### config.mk
export PLATFORM = sky130hd
export DESIGN_NAME = keyed_xor_stream_decryptor_flat
export DESIGN_NICKNAME = d
export VERILOG_FILES = /design/src/kxd_pkg.sv /design/src/kxd_if.sv /design/src/kxd_seed.sv /design/src/kxd_front.sv /design/src/kxd_queue.sv /design/src/kxd_back.sv /design/src/keyed_xor_stream_decryptor.sv /design/src/flat_wrapper.sv
export SDC_FILE = /design/constraint.sdc
export NUM_CORES = 2
export LEC_CHECK = 0
export ABC_AREA = 1
export BUFFER_PORTS_ARGS = -buffer_cell sky130_fd_sc_hd__buf_2
export CAP_MARGIN = 20
export CORE_AREA = 5 5 246 248
export DETAILED_ROUTE_END_ITERATION = 12
export DIE_AREA = 0 0 251 253
export PLACE_DENSITY = 0.84
export SLEW_MARGIN = 20
export SYNTH_ARGS = -nofsm -noshare
export SYNTH_HDL_FRONTEND = slang
export SYNTH_SLANG_ARGS = --single-unit
### constraint.sdc
create_clock -name clk -period 13.52 [get_ports clk]
set_input_delay 2.028 -clock clk [delete_from_list [all_inputs] [get_ports clk]]
set_output_delay 2.028 -clock clk [all_outputs]
set_load 0.05 [all_outputs]
### src/kxd_pkg.sv
// Shared types and constants of the keyed XOR stream decryptor.
`default_nettype none

package kxd_pkg;

	// CRC-32, reflected form of 0x04C11DB7
	localparam logic [31:0] KXD_CRC_POLY = 32'hEDB88320;
	localparam logic [31:0] KXD_CRC_INIT = 32'hFFFFFFFF;
	localparam logic [15:0] KXD_MWC_A = 16'h9069;
	localparam logic [15:0] KXD_MWC_B = 16'h4650;
	localparam logic [8:0] KXD_SKIP_BASE = 9'd10;

	// seed text: head, optional minus, decimal digits, tail
	localparam logic [31:0] KXD_HEAD = 32'h5F4D4A44; // "_MJD"
	localparam logic [31:0] KXD_TAIL = 32'h2352574B; // "#RWK"
	localparam logic [7:0] KXD_CHAR_MINUS = 8'h2D;
	localparam logic [7:0] KXD_CHAR_ZERO = 8'h30;
	localparam int KXD_DIGITS = 10;

	// entries between front and back; a power of two
	localparam int KXD_QDEPTH = 4;

	typedef enum logic [2:0] {
		PH_KEY,
		PH_SEED,
		PH_LOAD,
		PH_SKIP,
		PH_DEC
	} phase_t;

	typedef enum logic [2:0] {
		SD_IDLE,
		SD_BCD,
		SD_HEAD,
		SD_SIGN,
		SD_DIGIT,
		SD_TAIL,
		SD_DONE
	} seed_state_t;

	typedef enum logic [1:0] {
		KXD_PASS,
		KXD_DEC,
		KXD_SEEDS
	} kind_t;

	typedef struct packed {
		kind_t       kind;
		logic [1:0]  nbytes_m1;
		logic        last;
		logic [31:0] word;   // bytes little-endian, or seed one
		logic [31:0] aux;    // seed two
	} entry_t;

	typedef struct packed {
		logic        start;
		logic        abort;
		logic [31:0] key;
	} seed_ctl_t;

	typedef struct packed {
		logic        done;
		logic [31:0] seed;
	} seed_sts_t;

endpackage

`default_nettype wire

### src/kxd_if.sv
// Byte stream channel interfaces of the decryptor.
`default_nettype none

interface kxd_in_if;
	logic       valid;
	logic       ready;
	logic [7:0] in_byte;
	logic       in_last;
	modport source(output valid, output in_byte, output in_last, input ready);
	modport sink(input valid, input in_byte, input in_last, output ready);
endinterface

interface kxd_out_if;
	logic       valid;
	logic       ready;
	logic [7:0] out_byte;
	logic       out_last;
	modport source(output valid, output out_byte, output out_last, input ready);
	modport sink(input valid, input out_byte, input out_last, output ready);
endinterface

`default_nettype wire

### src/kxd_seed.sv
// Seed-two derivation: key to decimal (shift-add-3), then CRC-32 of the UTF-16LE text.
`default_nettype none

module kxd_seed (
	input  logic                 clk,
	input  logic                 arst_n,
	input  kxd_pkg::seed_ctl_t   ctl,
	output kxd_pkg::seed_sts_t   sts
);

	kxd_pkg::seed_state_t state_q, state_d;
	logic [31:0] mag_q, mag_d;
	logic        neg_q, neg_d;
	logic [3:0]  bcd_q [kxd_pkg::KXD_DIGITS];
	logic [3:0]  bcd_d [kxd_pkg::KXD_DIGITS];
	logic [3:0]  adj [kxd_pkg::KXD_DIGITS];
	logic [4:0]  bit_q, bit_d;
	logic [3:0]  idx_q, idx_d;
	logic        half_q, half_d;
	logic        started_q, started_d;
	logic [31:0] crc_q, crc_d;
	logic [7:0]  ch;
	logic        feed;
	logic [3:0]  digit;

	function automatic logic [31:0] crc_byte(input logic [31:0] crc, input logic [7:0] b);
		logic [31:0] c;
		c = crc ^ {24'b0, b};
		for (int i = 0; i < 8; i++) begin
			c = c[0] ? ((c >> 1) ^ kxd_pkg::KXD_CRC_POLY) : (c >> 1);
		end
		return c;
	endfunction

	always_ff @(posedge clk or negedge arst_n) begin
		if (!arst_n) begin
			state_q   <= kxd_pkg::SD_IDLE;
			mag_q     <= '0;
			neg_q     <= 1'b0;
			bit_q     <= '0;
			idx_q     <= '0;
			half_q    <= 1'b0;
			started_q <= 1'b0;
			crc_q     <= kxd_pkg::KXD_CRC_INIT;
			for (int i = 0; i < kxd_pkg::KXD_DIGITS; i++) bcd_q[i] <= '0;
		end else begin
			state_q   <= state_d;
			mag_q     <= mag_d;
			neg_q     <= neg_d;
			bit_q     <= bit_d;
			idx_q     <= idx_d;
			half_q    <= half_d;
			started_q <= started_d;
			crc_q     <= crc_d;
			for (int i = 0; i < kxd_pkg::KXD_DIGITS; i++) bcd_q[i] <= bcd_d[i];
		end
	end

	assign digit = bcd_q[idx_q];

	always_comb begin
		state_d   = state_q;
		mag_d     = mag_q;
		neg_d     = neg_q;
		bit_d     = bit_q;
		idx_d     = idx_q;
		half_d    = half_q;
		started_d = started_q;
		ch        = '0;
		feed      = 1'b0;
		for (int i = 0; i < kxd_pkg::KXD_DIGITS; i++) begin
			bcd_d[i] = bcd_q[i];
			adj[i]   = (bcd_q[i] >= 4'd5) ? bcd_q[i] + 4'd3 : bcd_q[i];
		end

		unique case (state_q)
			kxd_pkg::SD_IDLE, kxd_pkg::SD_DONE: begin
			end
			kxd_pkg::SD_BCD: begin
				bcd_d[0] = {adj[0][2:0], mag_q[31]};
				for (int i = 1; i < kxd_pkg::KXD_DIGITS; i++) begin
					bcd_d[i] = {adj[i][2:0], adj[i-1][3]};
				end
				mag_d = mag_q << 1;
				bit_d = bit_q + 5'd1;
				if (bit_q == 5'd31) begin
					state_d = kxd_pkg::SD_HEAD;
					idx_d   = '0;
					half_d  = 1'b0;
				end
			end
			kxd_pkg::SD_HEAD: begin
				ch     = kxd_pkg::KXD_HEAD[{~idx_q[1:0], 3'b000} +: 8];
				feed   = 1'b1;
				half_d = ~half_q;
				if (half_q) begin
					idx_d = idx_q + 4'd1;
					if (idx_q[1:0] == 2'd3) begin
						state_d   = neg_q ? kxd_pkg::SD_SIGN : kxd_pkg::SD_DIGIT;
						idx_d     = 4'(kxd_pkg::KXD_DIGITS - 1);
						started_d = 1'b0;
					end
				end
			end
			kxd_pkg::SD_SIGN: begin
				ch     = kxd_pkg::KXD_CHAR_MINUS;
				feed   = 1'b1;
				half_d = ~half_q;
				if (half_q) state_d = kxd_pkg::SD_DIGIT;
			end
			kxd_pkg::SD_DIGIT: begin
				// leading zeros are skipped, but the units digit always goes out
				if (!started_q && digit == 4'd0 && idx_q != 4'd0) begin
					idx_d = idx_q - 4'd1;
				end else begin
					started_d = 1'b1;
					ch        = kxd_pkg::KXD_CHAR_ZERO + {4'b0, digit};
					feed      = 1'b1;
					half_d    = ~half_q;
					if (half_q) begin
						if (idx_q == 4'd0) begin
							state_d = kxd_pkg::SD_TAIL;
						end else begin
							idx_d = idx_q - 4'd1;
						end
					end
				end
			end
			kxd_pkg::SD_TAIL: begin
				ch     = kxd_pkg::KXD_TAIL[{~idx_q[1:0], 3'b000} +: 8];
				feed   = 1'b1;
				half_d = ~half_q;
				if (half_q) begin
					idx_d = idx_q + 4'd1;
					if (idx_q[1:0] == 2'd3) state_d = kxd_pkg::SD_DONE;
				end
			end
			default: state_d = kxd_pkg::SD_IDLE;
		endcase

		// each character is followed by a zero byte
		crc_d = feed ? crc_byte(crc_q, half_q ? 8'h00 : ch) : crc_q;

		if (ctl.abort) begin
			state_d = kxd_pkg::SD_IDLE;
		end else if (ctl.start) begin
			state_d = kxd_pkg::SD_BCD;
			neg_d   = ctl.key[31];
			mag_d   = ctl.key[31] ? (~ctl.key + 32'd1) : ctl.key;
			bit_d   = '0;
			half_d  = 1'b0;
			crc_d   = kxd_pkg::KXD_CRC_INIT;
			for (int i = 0; i < kxd_pkg::KXD_DIGITS; i++) bcd_d[i] = '0;
		end
	end

	assign sts.done = (state_q == kxd_pkg::SD_DONE);
	assign sts.seed = crc_q;

endmodule

`default_nettype wire

### src/kxd_front.sv
// Front end: takes input beats, tracks the stream phase and builds queue entries.
`default_nettype none

module kxd_front (
	input  logic                 clk,
	input  logic                 arst_n,
	kxd_in_if.sink               rx,
	input  logic                 q_full,
	output logic                 push,
	output kxd_pkg::entry_t      entry,
	output kxd_pkg::seed_ctl_t   seed_ctl,
	input  kxd_pkg::seed_sts_t   seed_sts
);

	kxd_pkg::phase_t phase_q, phase_d;
	logic [8:0]  cnt_q, cnt_d;
	logic [1:0]  pcnt_q, pcnt_d;
	logic [31:0] key_q, key_d;
	logic [31:0] seed1_q, seed1_d;
	logic [23:0] pend_q, pend_d;
	logic        fire;
	logic [8:0]  skip_len;
	logic [31:0] tail_word;

	always_ff @(posedge clk or negedge arst_n) begin
		if (!arst_n) begin
			phase_q <= kxd_pkg::PH_KEY;
			cnt_q   <= '0;
			pcnt_q  <= '0;
		end else begin
			phase_q <= phase_d;
			cnt_q   <= cnt_d;
			pcnt_q  <= pcnt_d;
		end
	end

	always_ff @(posedge clk) begin
		key_q   <= key_d;
		seed1_q <= seed1_d;
		pend_q  <= pend_d;
	end

	assign rx.ready = !q_full && (phase_q != kxd_pkg::PH_LOAD);
	assign fire     = rx.valid && rx.ready;
	assign skip_len = {1'b0, seed_sts.seed[7:0]} + kxd_pkg::KXD_SKIP_BASE;

	always_comb begin
		tail_word = {8'b0, pend_q};
		tail_word[{pcnt_q, 3'b000} +: 8] = rx.in_byte;
	end

	always_comb begin
		phase_d  = phase_q;
		cnt_d    = cnt_q;
		pcnt_d   = pcnt_q;
		key_d    = key_q;
		seed1_d  = seed1_q;
		pend_d   = pend_q;
		push     = 1'b0;
		entry    = '{kind: kxd_pkg::KXD_PASS, nbytes_m1: 2'd0, last: rx.in_last,
		             word: {24'b0, rx.in_byte}, aux: '0};
		seed_ctl = '{start: 1'b0, abort: 1'b0, key: {rx.in_byte, key_q[23:0]}};

		unique case (phase_q)
			kxd_pkg::PH_KEY: begin
				if (fire) begin
					push = 1'b1;
					key_d[{cnt_q[1:0], 3'b000} +: 8] = rx.in_byte;
					cnt_d = cnt_q + 9'd1;
					if (cnt_q[1:0] == 2'd3) begin
						cnt_d   = '0;
						phase_d = kxd_pkg::PH_SEED;
						seed_ctl.start = !rx.in_last;
					end
				end
			end
			kxd_pkg::PH_SEED: begin
				if (fire) begin
					push = 1'b1;
					seed1_d[{cnt_q[1:0], 3'b000} +: 8] = rx.in_byte;
					cnt_d = cnt_q + 9'd1;
					if (cnt_q[1:0] == 2'd3) begin
						cnt_d   = '0;
						phase_d = kxd_pkg::PH_LOAD;
					end
				end
			end
			kxd_pkg::PH_LOAD: begin
				// hand both seeds to the back end once seed two is ready
				if (seed_sts.done && !q_full) begin
					push    = 1'b1;
					entry   = '{kind: kxd_pkg::KXD_SEEDS, nbytes_m1: 2'd0, last: 1'b0,
					            word: seed1_q, aux: seed_sts.seed};
					phase_d = kxd_pkg::PH_SKIP;
					cnt_d   = '0;
				end
			end
			kxd_pkg::PH_SKIP: begin
				if (fire) begin
					push  = 1'b1;
					cnt_d = cnt_q + 9'd1;
					if (cnt_q + 9'd1 >= skip_len) begin
						cnt_d   = '0;
						phase_d = kxd_pkg::PH_DEC;
					end
				end
			end
			kxd_pkg::PH_DEC: begin
				if (fire) begin
					if (pcnt_q == 2'd3) begin
						push   = 1'b1;
						entry  = '{kind: kxd_pkg::KXD_DEC, nbytes_m1: 2'd3, last: rx.in_last,
						           word: {rx.in_byte, pend_q}, aux: '0};
						pcnt_d = '0;
						pend_d = '0;
					end else if (rx.in_last) begin
						// short tail: held bytes and this one go out as they are
						push  = 1'b1;
						entry = '{kind: kxd_pkg::KXD_PASS, nbytes_m1: pcnt_q, last: 1'b1,
						          word: tail_word, aux: '0};
					end else begin
						pend_d = tail_word[23:0];
						pcnt_d = pcnt_q + 2'd1;
					end
				end
			end
			default: phase_d = kxd_pkg::PH_KEY;
		endcase

		if (fire && rx.in_last) begin
			phase_d        = kxd_pkg::PH_KEY;
			cnt_d          = '0;
			pcnt_d         = '0;
			key_d          = '0;
			seed1_d        = '0;
			pend_d         = '0;
			seed_ctl.abort = 1'b1;
		end
	end

endmodule

`default_nettype wire

### src/kxd_queue.sv
// Short FIFO of work entries between the front and back ends.
`default_nettype none

module kxd_queue (
	input  logic              clk,
	input  logic              arst_n,
	input  logic              push,
	input  kxd_pkg::entry_t   wr_entry,
	output logic              full,
	input  logic              pop,
	output kxd_pkg::entry_t   rd_entry,
	output logic              valid
);

	localparam int AW = $clog2(kxd_pkg::KXD_QDEPTH);

	kxd_pkg::entry_t mem_q [kxd_pkg::KXD_QDEPTH];
	logic [AW-1:0] wr_q, rd_q;
	logic [AW:0]   cnt_q;

	always_ff @(posedge clk or negedge arst_n) begin
		if (!arst_n) begin
			wr_q  <= '0;
			rd_q  <= '0;
			cnt_q <= '0;
		end else begin
			if (push) wr_q <= wr_q + 1'b1;
			if (pop) rd_q <= rd_q + 1'b1;
			cnt_q <= cnt_q + (AW+1)'(push) - (AW+1)'(pop);
		end
	end

	always_ff @(posedge clk) begin
		if (push) mem_q[wr_q] <= wr_entry;
	end

	assign full     = (cnt_q == (AW+1)'(kxd_pkg::KXD_QDEPTH));
	assign valid    = (cnt_q != '0);
	assign rd_entry = mem_q[rd_q];

endmodule

`default_nettype wire

### src/kxd_back.sv
// Back end: steps the multiply-with-carry mask and serializes bytes out.
`default_nettype none

module kxd_back (
	input  logic              clk,
	input  logic              arst_n,
	input  logic              q_valid,
	input  kxd_pkg::entry_t   q_entry,
	output logic              pop,
	kxd_out_if.source         tx
);

	logic [31:0] s1_q, s2_q;
	logic [31:0] buf_q;
	logic [2:0]  rem_q;
	logic        last_q;
	logic [31:0] s1_next, s2_next;
	logic [31:0] mask;
	logic        out_fire;
	logic        load_bytes;

	assign out_fire   = tx.valid && tx.ready;
	assign pop        = q_valid && (rem_q == 3'd0 || (rem_q == 3'd1 && tx.ready));
	assign load_bytes = pop && (q_entry.kind != kxd_pkg::KXD_SEEDS);

	assign s1_next = 32'(s1_q[15:0]) * 32'(kxd_pkg::KXD_MWC_A) + {16'b0, s1_q[31:16]};
	assign s2_next = 32'(s2_q[15:0]) * 32'(kxd_pkg::KXD_MWC_B) + {16'b0, s2_q[31:16]};
	// the low half of (s1 << 16) is zero, so the add is a concatenation
	assign mask    = {s1_next[15:0], s2_next[15:0]};

	always_ff @(posedge clk or negedge arst_n) begin
		if (!arst_n) begin
			rem_q <= '0;
		end else if (load_bytes) begin
			rem_q <= {1'b0, q_entry.nbytes_m1} + 3'd1;
		end else if (out_fire) begin
			rem_q <= rem_q - 3'd1;
		end
	end

	always_ff @(posedge clk) begin
		if (load_bytes) begin
			buf_q  <= (q_entry.kind == kxd_pkg::KXD_DEC) ? (q_entry.word ^ mask) : q_entry.word;
			last_q <= q_entry.last;
		end else if (out_fire) begin
			buf_q <= buf_q >> 8;
		end
		if (pop && q_entry.kind == kxd_pkg::KXD_SEEDS) begin
			s1_q <= q_entry.word;
			s2_q <= q_entry.aux;
		end else if (pop && q_entry.kind == kxd_pkg::KXD_DEC) begin
			s1_q <= s1_next;
			s2_q <= s2_next;
		end
	end

	assign tx.valid    = (rem_q != 3'd0);
	assign tx.out_byte = buf_q[7:0];
	assign tx.out_last = last_q && (rem_q == 3'd1);

endmodule

`default_nettype wire

### src/keyed_xor_stream_decryptor.sv
// Path: a byte goes through the queue, then the output buffer (its dword when decrypted).
// Throughput: one byte per cycle while the output is ready, except once per stream after
// seed one: seed two takes binary-to-decimal conversion, a pass over each skipped leading
// zero and CRC work on each text character and its zero byte; the input holds after seed
// one until seed two is ready and both seeds are handed over.
// Reset: arst_n clears phase, counters, queue and output state; the block starts at the key.
`default_nettype none

module keyed_xor_stream_decryptor (
	input  logic       clk,
	input  logic       arst_n,
	kxd_in_if.sink     rx,
	kxd_out_if.source  tx
);

	logic                push;
	logic                pop;
	logic                q_full;
	logic                q_valid;
	kxd_pkg::entry_t     wr_entry;
	kxd_pkg::entry_t     rd_entry;
	kxd_pkg::seed_ctl_t  seed_ctl;
	kxd_pkg::seed_sts_t  seed_sts;

	kxd_seed u_seed (
		.clk    (clk),
		.arst_n (arst_n),
		.ctl    (seed_ctl),
		.sts    (seed_sts)
	);

	kxd_front u_front (
		.clk      (clk),
		.arst_n   (arst_n),
		.rx       (rx),
		.q_full   (q_full),
		.push     (push),
		.entry    (wr_entry),
		.seed_ctl (seed_ctl),
		.seed_sts (seed_sts)
	);

	kxd_queue u_queue (
		.clk      (clk),
		.arst_n   (arst_n),
		.push     (push),
		.wr_entry (wr_entry),
		.full     (q_full),
		.pop      (pop),
		.rd_entry (rd_entry),
		.valid    (q_valid)
	);

	kxd_back u_back (
		.clk     (clk),
		.arst_n  (arst_n),
		.q_valid (q_valid),
		.q_entry (rd_entry),
		.pop     (pop),
		.tx      (tx)
	);

`ifndef SYNTH
	a_no_push_full: assert property (@(posedge clk) disable iff (!arst_n)
		push |-> !q_full)
		else $error("queue written while full");

	a_seeds_ready: assert property (@(posedge clk) disable iff (!arst_n)
		(push && wr_entry.kind == kxd_pkg::KXD_SEEDS) |-> seed_sts.done)
		else $error("seeds handed over before seed two was derived");

	a_start_clears_done: assert property (@(posedge clk) disable iff (!arst_n)
		(seed_ctl.start && !seed_ctl.abort) |=> !seed_sts.done)
		else $error("seed unit reports done right after a new start");
`endif

endmodule

`default_nettype wire
### src/flat_wrapper.sv
// flat-port wrapper written by rule: the top's interface ports become plain ports
module keyed_xor_stream_decryptor_flat 
  (clk, arst_n, rx_valid, rx_in_byte, rx_in_last, rx_ready, tx_valid, tx_out_byte, tx_out_last, tx_ready);
  kxd_in_if rx_i ();
  kxd_out_if tx_i ();
  input  logic clk;
  input  logic arst_n;
  input wire logic [$bits(rx_i.valid)-1:0] rx_valid;
  input wire logic [$bits(rx_i.in_byte)-1:0] rx_in_byte;
  input wire logic [$bits(rx_i.in_last)-1:0] rx_in_last;
  output wire logic [$bits(rx_i.ready)-1:0] rx_ready;
  output wire logic [$bits(tx_i.valid)-1:0] tx_valid;
  output wire logic [$bits(tx_i.out_byte)-1:0] tx_out_byte;
  output wire logic [$bits(tx_i.out_last)-1:0] tx_out_last;
  input wire logic [$bits(tx_i.ready)-1:0] tx_ready;
  assign rx_i.valid = rx_valid;
  assign rx_i.in_byte = rx_in_byte;
  assign rx_i.in_last = rx_in_last;
  assign rx_ready = rx_i.ready;
  assign tx_valid = tx_i.valid;
  assign tx_out_byte = tx_i.out_byte;
  assign tx_out_last = tx_i.out_last;
  assign tx_i.ready = tx_ready;
  keyed_xor_stream_decryptor u_core (.clk(clk), .arst_n(arst_n), .rx(rx_i), .tx(tx_i));
endmodule
Yosys cells after proc, flatten, opt, wreduce, memory -nomap -nowiden
Memory sizes are Yosys's and may differ from the RTL's.
Index checks and enable logic that the tools add are counted.
{"block": "op_classes", "shifts": 6, "n_mul": 2, "n_eq_ne": 48, "n_div": 0, "n_bitwise": 15, "n_reduce_logical": 46, "muxes": 121, "order_cmp": 12, "add_sub_neg": 28}
{"op": "$mux 32", "count": 22}
{"op": "$pmux 69 s2", "count": 1}
{"op": "$mux 68", "count": 2}
{"op": "$mux 40", "count": 3}
{"op": "$not 13->14", "count": 8}
{"op": "$bwmux 32", "count": 3}
{"op": "$mux 4", "count": 18}
{"op": "$mux 3", "count": 23}
{"op": "$mux 69", "count": 1}
{"op": "$mux 67", "count": 1}
{"op": "$shift 8x7->32 const A", "count": 2}
{"op": "$shiftx 32x6->8 const A", "count": 2}
{"op": "$shiftx 8x7->32", "count": 2}
{"op": "$mux 9", "count": 6}
{"op": "$mux 24", "count": 2}
{"op": "$ge 4x3->1 const B", "count": 10}
{"op": "$add 4x2->4 const B", "count": 9}
{"op": "$ne 4x2->1 const B", "count": 9}
{"op": "$add 31x16->32", "count": 1}
{"op": "$add 32x1->32 const B", "count": 1}
{"op": "$add 32x16->32", "count": 1}
{"op": "$mul 16x16->32 const B", "count": 1}
{"op": "$not 32->32", "count": 1}
{"op": "$pmux 8 s4", "count": 1}
{"op": "other kinds (60)", "count": 148}
{"block": "word_totals", "elab_cells": 311, "memories": 1, "out_inout_bits": 11, "inputBits": 13, "reg_bits": 328, "rom_bits": 0, "mem_bits_rw": 276, "latch_bits": 0}
{"name": "u_core.u_queue.mem_q", "depth": 4, "word_bits": 69, "read_ports": 1, "rd_ports_with_merged_regs": 0, "write_ports": 1, "line_no": "kxd_queue.sv:17", "source": "kxd_pkg::entry_t mem_q [kxd_pkg::KXD_QDEPTH];"}

Depth between registers and ports, before layout
{"block": "logic_depth", "depth_word": 30, "ltp_mapped": 28, "mapped_depth_nobuf": 28}

Hierarchy
From an unflattened synthesis, not the netlist that was laid out.
{"block": "unflattened", "hier_cells": 5019, "area_unflattened_um2": 40610.2}
{"mod": "kxd_back", "seq_area_each_um2": 2987.9, "n_inst": 1, "area_each_um2": 13944.6, "cells_each": 1753}
{"mod": "kxd_queue", "seq_area_each_um2": 8463.1, "n_inst": 1, "area_each_um2": 12037.8, "cells_each": 1128}
{"mod": "kxd_seed", "seq_area_each_um2": 3017.9, "n_inst": 1, "area_each_um2": 8763.4, "cells_each": 1245}
{"mod": "kxd_front", "seq_area_each_um2": 1951.9, "n_inst": 1, "area_each_um2": 5864.4, "cells_each": 893}

Worst setup path before layout
Ideal clock, no wire load.
{"block": "synth_path", "path_type": "input-to-reg", "from": "input tx_ready", "to": "register u_core.u_back.s1_q[0], enable pin", "stages": 4, "slack_ns": 6.174, "setup_ns": 0.574, "path_buffers": 0, "arrival_ns": 6.771, "required_time_ns": 12.946, "path_cell_list": "nand3_1 nand2_1 nand2_1 o21ai_0"}
{"block": "synth_via", "elab_chain_cells": 5, "elab_cells_between_ends": 6, "cone_classes": "6 x reduce/logical"}
{"item": "start: declaration", "line_no": "flat_wrapper.sv:15", "source": "input wire logic [$bits(tx_i.ready)-1:0] tx_ready;"}
{"item": "$logic_and 1x1->1 (*)", "line_no": "kxd_back.sv:23", "source": "assign pop = q_valid && (rem_q == 3'd0 || (rem_q == 3'd1 && tx.ready));"}
{"item": "$logic_or 1x1->1 (*)", "line_no": "kxd_back.sv:23"}
{"item": "$logic_and 1x1->1 (*)", "line_no": "kxd_back.sv:23"}
{"item": "$logic_and 1x1->1 (on tied branches)", "line_no": "kxd_back.sv:48, kxd_back.sv:51"}
{"item": "$reduce_bool 2->1 (no source line) (*)"}
{"item": "end signal: assignment", "line_no": "kxd_back.sv:49", "source": "s1_q <= q_entry.word;"}
{"item": "end signal: assignment", "line_no": "kxd_back.sv:52", "source": "s1_q <= s1_next;"}
{"item": "end: declaration", "line_no": "kxd_back.sv:13", "source": "logic [31:0] s1_q, s2_q;"}
Every way passes the cells marked *; elsewhere a longest branch is shown, timed or not.
A chain may end at the register's enable or synchronous reset.

Worst setup path in the final report
{"block": "layout_path", "from": "register u_core.u_back.s1_q[12]", "to": "register u_core.u_back.s1_q[25] (data pin)"}
{"block": "layout_via", "elab_chain_cells": 4}
{"item": "$mul 16x16->32", "line_no": "kxd_back.sv:26", "source": "assign s1_next = 32'(s1_q[15:0]) * 32'(kxd_pkg::KXD_MWC_A) + {16'b0, s1_q[31:16]};"}
{"item": "$add 32x16->32", "line_no": "kxd_back.sv:26"}
{"item": "$mux 32", "line_no": "kxd_back.sv:51", "source": "end else if (pop && q_entry.kind == kxd_pkg::KXD_DEC) begin"}
{"item": "$mux 32", "line_no": "kxd_back.sv:48", "source": "if (pop && q_entry.kind == kxd_pkg::KXD_SEEDS) begin"}
No other way between the ends. The select of a mux whose other input is x is not followed.

==> impl_metrics.xml <==
<?xml version="1.0" encoding="UTF-8"?>
<metrics>
  <group name="timing">
    <metric name="grt_setup_unrepaired" unit="">false</metric>
    <metric name="max_slew.worst_pin.slew" unit="ps">1080</metric>
    <metric name="hold_viol_final" unit="">0</metric>
    <metric name="drv_slew" unit="">0</metric>
    <metric name="maximum_operating_frequency" unit="MHz">182</metric>
    <metric name="post_layout_minimum_cycle_time" unit="ps">5490</metric>
    <metric name="setup_total_negative_slack" unit="ps">0</metric>
    <metric name="worst_slack" unit="ps">8030</metric>
    <metric name="final_setup_fails" unit="">0</metric>
    <metric name="clock-skew-final" unit="ps">43.6</metric>
    <metric name="timing.final.crit_share" unit="">0.406</metric>
    <metric name="slew_headroom" unit="">0.278</metric>
  </group>
  <group name="clocking">
    <metric name="root_buffer" unit="">clkbuf_16</metric>
    <metric name="cts_repair_resize_count" unit="">0</metric>
    <metric name="number_of_buffers_created_by_cts" unit="">59</metric>
    <metric name="buffer_levels_on_the_longest_clock_path" unit="">3</metric>
    <metric name="cts_tree" unit="">done</metric>
    <metric name="postCtsSetupRepairBufs" unit="">0</metric>
    <metric name="insertion_delay" unit="ps">660</metric>
    <metric name="cts_hold_repair.buffers" unit="">0</metric>
    <metric name="cts.reportedPaths.clkPinSlew" unit="ps">70</metric>
    <metric name="numClockSinks" unit="">596</metric>
    <metric name="htree_num_levels" unit="">2</metric>
  </group>
  <group name="final_layout">
    <metric name="final_core_util" unit="">0.686</metric>
    <metric name="most-common-layout-cells" unit="">733 x nand2_1, 526 x inv_1, 376 x o21ai_0, 375 x nor2_1, 373 x edfxtp_1</metric>
    <metric name="layout.cells.most_common" unit="">nand2_1</metric>
    <metric name="syn_to_final_growth" unit="%">7.03</metric>
    <metric name="final_area" unit="sq um">39900</metric>
    <metric name="final_layout_size_suffix_gt1_frac" unit="">0.0650</metric>
    <metric name="n_diodes" unit="">0</metric>
    <metric name="nets" unit="">4536</metric>
  </group>
  <group name="grt">
    <metric name="overflow" unit="">0</metric>
    <metric name="groute.usage.overall" unit="">0.272</metric>
    <metric name="grt_start_max_net_pins" unit="">112</metric>
    <metric name="first_pass_grt_wire_length" unit="um">142000</metric>
    <metric name="grt_pass1_vias" unit="">27628</metric>
    <metric name="grt_antenna_before_repair" unit="">0</metric>
  </group>
  <group name="drt">
    <metric name="routed_wire_length_per_instance" unit="um">17.8</metric>
    <metric name="antenna_left" unit="">0</metric>
    <metric name="drc_errors" unit="">0</metric>
    <metric name="vias" unit="">28959</metric>
    <metric name="total_wirelength" unit="um">87800</metric>
    <metric name="avgViaCountPerCell" unit="">5.88</metric>
    <metric name="drtPass1Iterations" unit="">7</metric>
    <metric name="drt_iter0_drc" unit="">3114</metric>
  </group>
  <group name="worst_setup_path">
    <metric name="worst_setup_sp_type" unit="">flop</metric>
    <metric name="cp_num_buf_inv" unit="">6</metric>
    <metric name="critPathTopFamily" unit="">adder cells</metric>
    <metric name="crit_path_end_kind" unit="">flop</metric>
    <metric name="r2r_path_start" unit="">u_core.u_back.s1_q[12]</metric>
    <metric name="cp_data_arrival_time" unit="ps">5870</metric>
    <metric name="timing.critical_path.mode_cell" unit="">inv_1</metric>
    <metric name="timing.critical_path.from" unit="">u_core.u_back.s1_q[12]</metric>
    <metric name="cp_cell_sequence" unit="">ha_1, inv_1, fa_1, inv_1, ha_1, inv_1, fa_1, fa_1, inv_1, fa_1, ha_1, nand2_1, inv_1, a221oi_1, o21ai_0, a21oi_1, o21a_1, inv_1, nand2_1, nand2_1, or2_2, nand3_1, o21ai_0</metric>
    <metric name="slowest_stage" unit="">fa_1</metric>
    <metric name="required" unit="ps">13890</metric>
    <metric name="critPathMaxStageDelay" unit="ps">540</metric>
    <metric name="setup.worst_path.class" unit="">flop to flop</metric>
    <metric name="crit_fanout" unit="">6</metric>
  </group>
  <group name="synth">
    <metric name="count_of_yosys_warnings_during_synthesis" unit="">0</metric>
    <metric name="ys_seq_area_frac" unit="">0.440</metric>
    <metric name="synth_cell_type_count" unit="">64</metric>
    <metric name="netlist_area" unit="sq um">37300</metric>
    <metric name="most_instantiated_flip_flop_cell_in_the_synthesis_netlist" unit="">edfxtp_1</metric>
    <metric name="post_synth.cell_area_avg" unit="sq um">8.98</metric>
    <metric name="synth_enable_flop_cells" unit="">373</metric>
    <metric name="postSynth.asyncResetShare" unit="">0.240</metric>
    <metric name="synthesis.nets" unit="">4588</metric>
    <metric name="synthesis.instances" unit="">4157</metric>
    <metric name="synthesis_stage_register_bit_count" unit="">596</metric>
  </group>
  <group name="outcome">
    <metric name="run_status" unit="">finished, final reports clean</metric>
  </group>
  <group name="placement">
    <metric name="placement.setup.worst_slack" unit="ps">8060</metric>
    <metric name="placed_cell_area" unit="sq um">38000</metric>
    <metric name="detailed_place_hpwl" unit="um">60200</metric>
    <metric name="finalWeightedCongestion" unit="">0.940</metric>
    <metric name="place.port_buffers" unit="">23</metric>
  </group>
  <group name="floorplanning">
    <metric name="chipHeight" unit="um">253</metric>
    <metric name="initial_core_util" unit="">0.641</metric>
    <metric name="number_of_cell_rows" unit="">89</metric>
    <metric name="core_region_area" unit="sq um">58200</metric>
    <metric name="die_outline_area" unit="sq um">63500</metric>
    <metric name="io_pins" unit="">24</metric>
    <metric name="dieWidth" unit="um">251</metric>
  </group>
  <group name="hold_path">
    <metric name="worst_hold_path_type" unit="">flop to flop</metric>
    <metric name="holdCritStartpoint" unit="">u_core.u_front.seed1_q[11]</metric>
  </group>
  <group name="flow_run">
    <metric name="maxCapViolCount" unit="">0</metric>
  </group>
</metrics>
[cell families after synthesis]
logic type | count (synthesis) | share of synthesized area
muxes | 3 | 0.000805
adders and majority gates | 418 | 0.158
DFF | 596 | 0.440
buffers and inverters | 719 | 0.0746
AOI/OAI and AO/OA | 852 | 0.132
xor gates and xnor gates | 154 | 0.0372
and+or+nand+nor | 1415 | 0.158
[state kept, by name, summed over array words and instances (netlist names), 4 cells and up]
name                    count
u_core.u_seed.mag_q        32
u_core.u_seed.bit_q         5
u_core.u_front.seed1_q     32
u_core.u_queue.mem_q      276
u_core.u_back.buf_q        32
u_core.u_back.s2_q         32
u_core.u_seed.crc_q        32
u_core.u_seed.idx_q         4
u_core.u_back.s1_q         32
u_core.u_seed.bcd_q        40
u_core.u_front.pend_q      24
u_core.u_front.cnt_q        9
u_core.u_front.key_q       24
[final timing paths]
path                                                    to  slack [ps]  cells after the start
worst min-delay path            u_core.u_front.seed1_q[11]         460                      2
worst max register to register      u_core.u_back.s1_q[25]        8030                     23
max in group asynchronous           u_core.u_queue.rd_q[0]       10930                      2
worst max-delay path                u_core.u_back.s1_q[25]        8030                     23
min in group asynchronous          u_core.u_seed.bcd_q[14]        1380                      1
worst min register to register  u_core.u_front.seed1_q[11]         460                      2
[synthesized netlist by cell type (8+ instances only)]
cell,instances,area [sq um]
buf_2,12,60.1
nand3_1,164,821
xnor2_1,39,342
a21oi_1,184,921
a21o_1,22,165
or2_2,17,106
dfxtp_1,80,1600
ha_1,330,4130
nor3_1,47,235
a31oi_1,28,175
buf_4,12,90.1
o211ai_1,27,203
nand2_1,734,2760
clkbuf_1,120,450
inv_1,527,1980
xor2_1,111,972
a221oi_1,21,184
a22oi_1,16,120
o21ai_1,25,125
nand4_1,17,106
buf_1,14,52.6
dfstp_2,32,841
inv_2,26,97.6
a32o_1,23,230
nor2_1,382,1430
dfrtp_1,111,2780
edfxtp_1,373,11200
o21ai_0,377,1890
o22ai_1,84,526
nand2_2,16,100
a211oi_1,8,60.1
fa_1,88,1760
[through the flow]
stage	hold WS, ps	cells
after floorplan	429	4157
after global placement	443	4816
after detailed placement	444	4816
after CTS	454	4928
after global routing	479	4929
final	459	4929
[layout make-up]
class                   count  area, sq um
flip-flops and latches    596        16400
well taps                 773          967
multi-input cells        2842        18200
fillers                  4308        18300
clock buffers              80         1610
clock inverters            32          343
inverters                 558         2100
repair buffers             48          333
[per-layer routing]
layer,global-route usage,vias up,part of all wire
met2,0.449,1195,0.47
met4,0.0816,0,0.031
met1,0.373,13674,0.42
li1,-,13892,-
met3,0.0464,198,0.079
met5,0,-,0
[worst min-delay path: cells and delay by family, from the launching register on]
kind            cells  cell delay (ps)
flops               1              300
buf+inv             1               60
compound gates      1               60
Power is left out: the tool's default activity adds up to more than one toggle a clock period on the data nets, which glitch-free logic cannot reach.
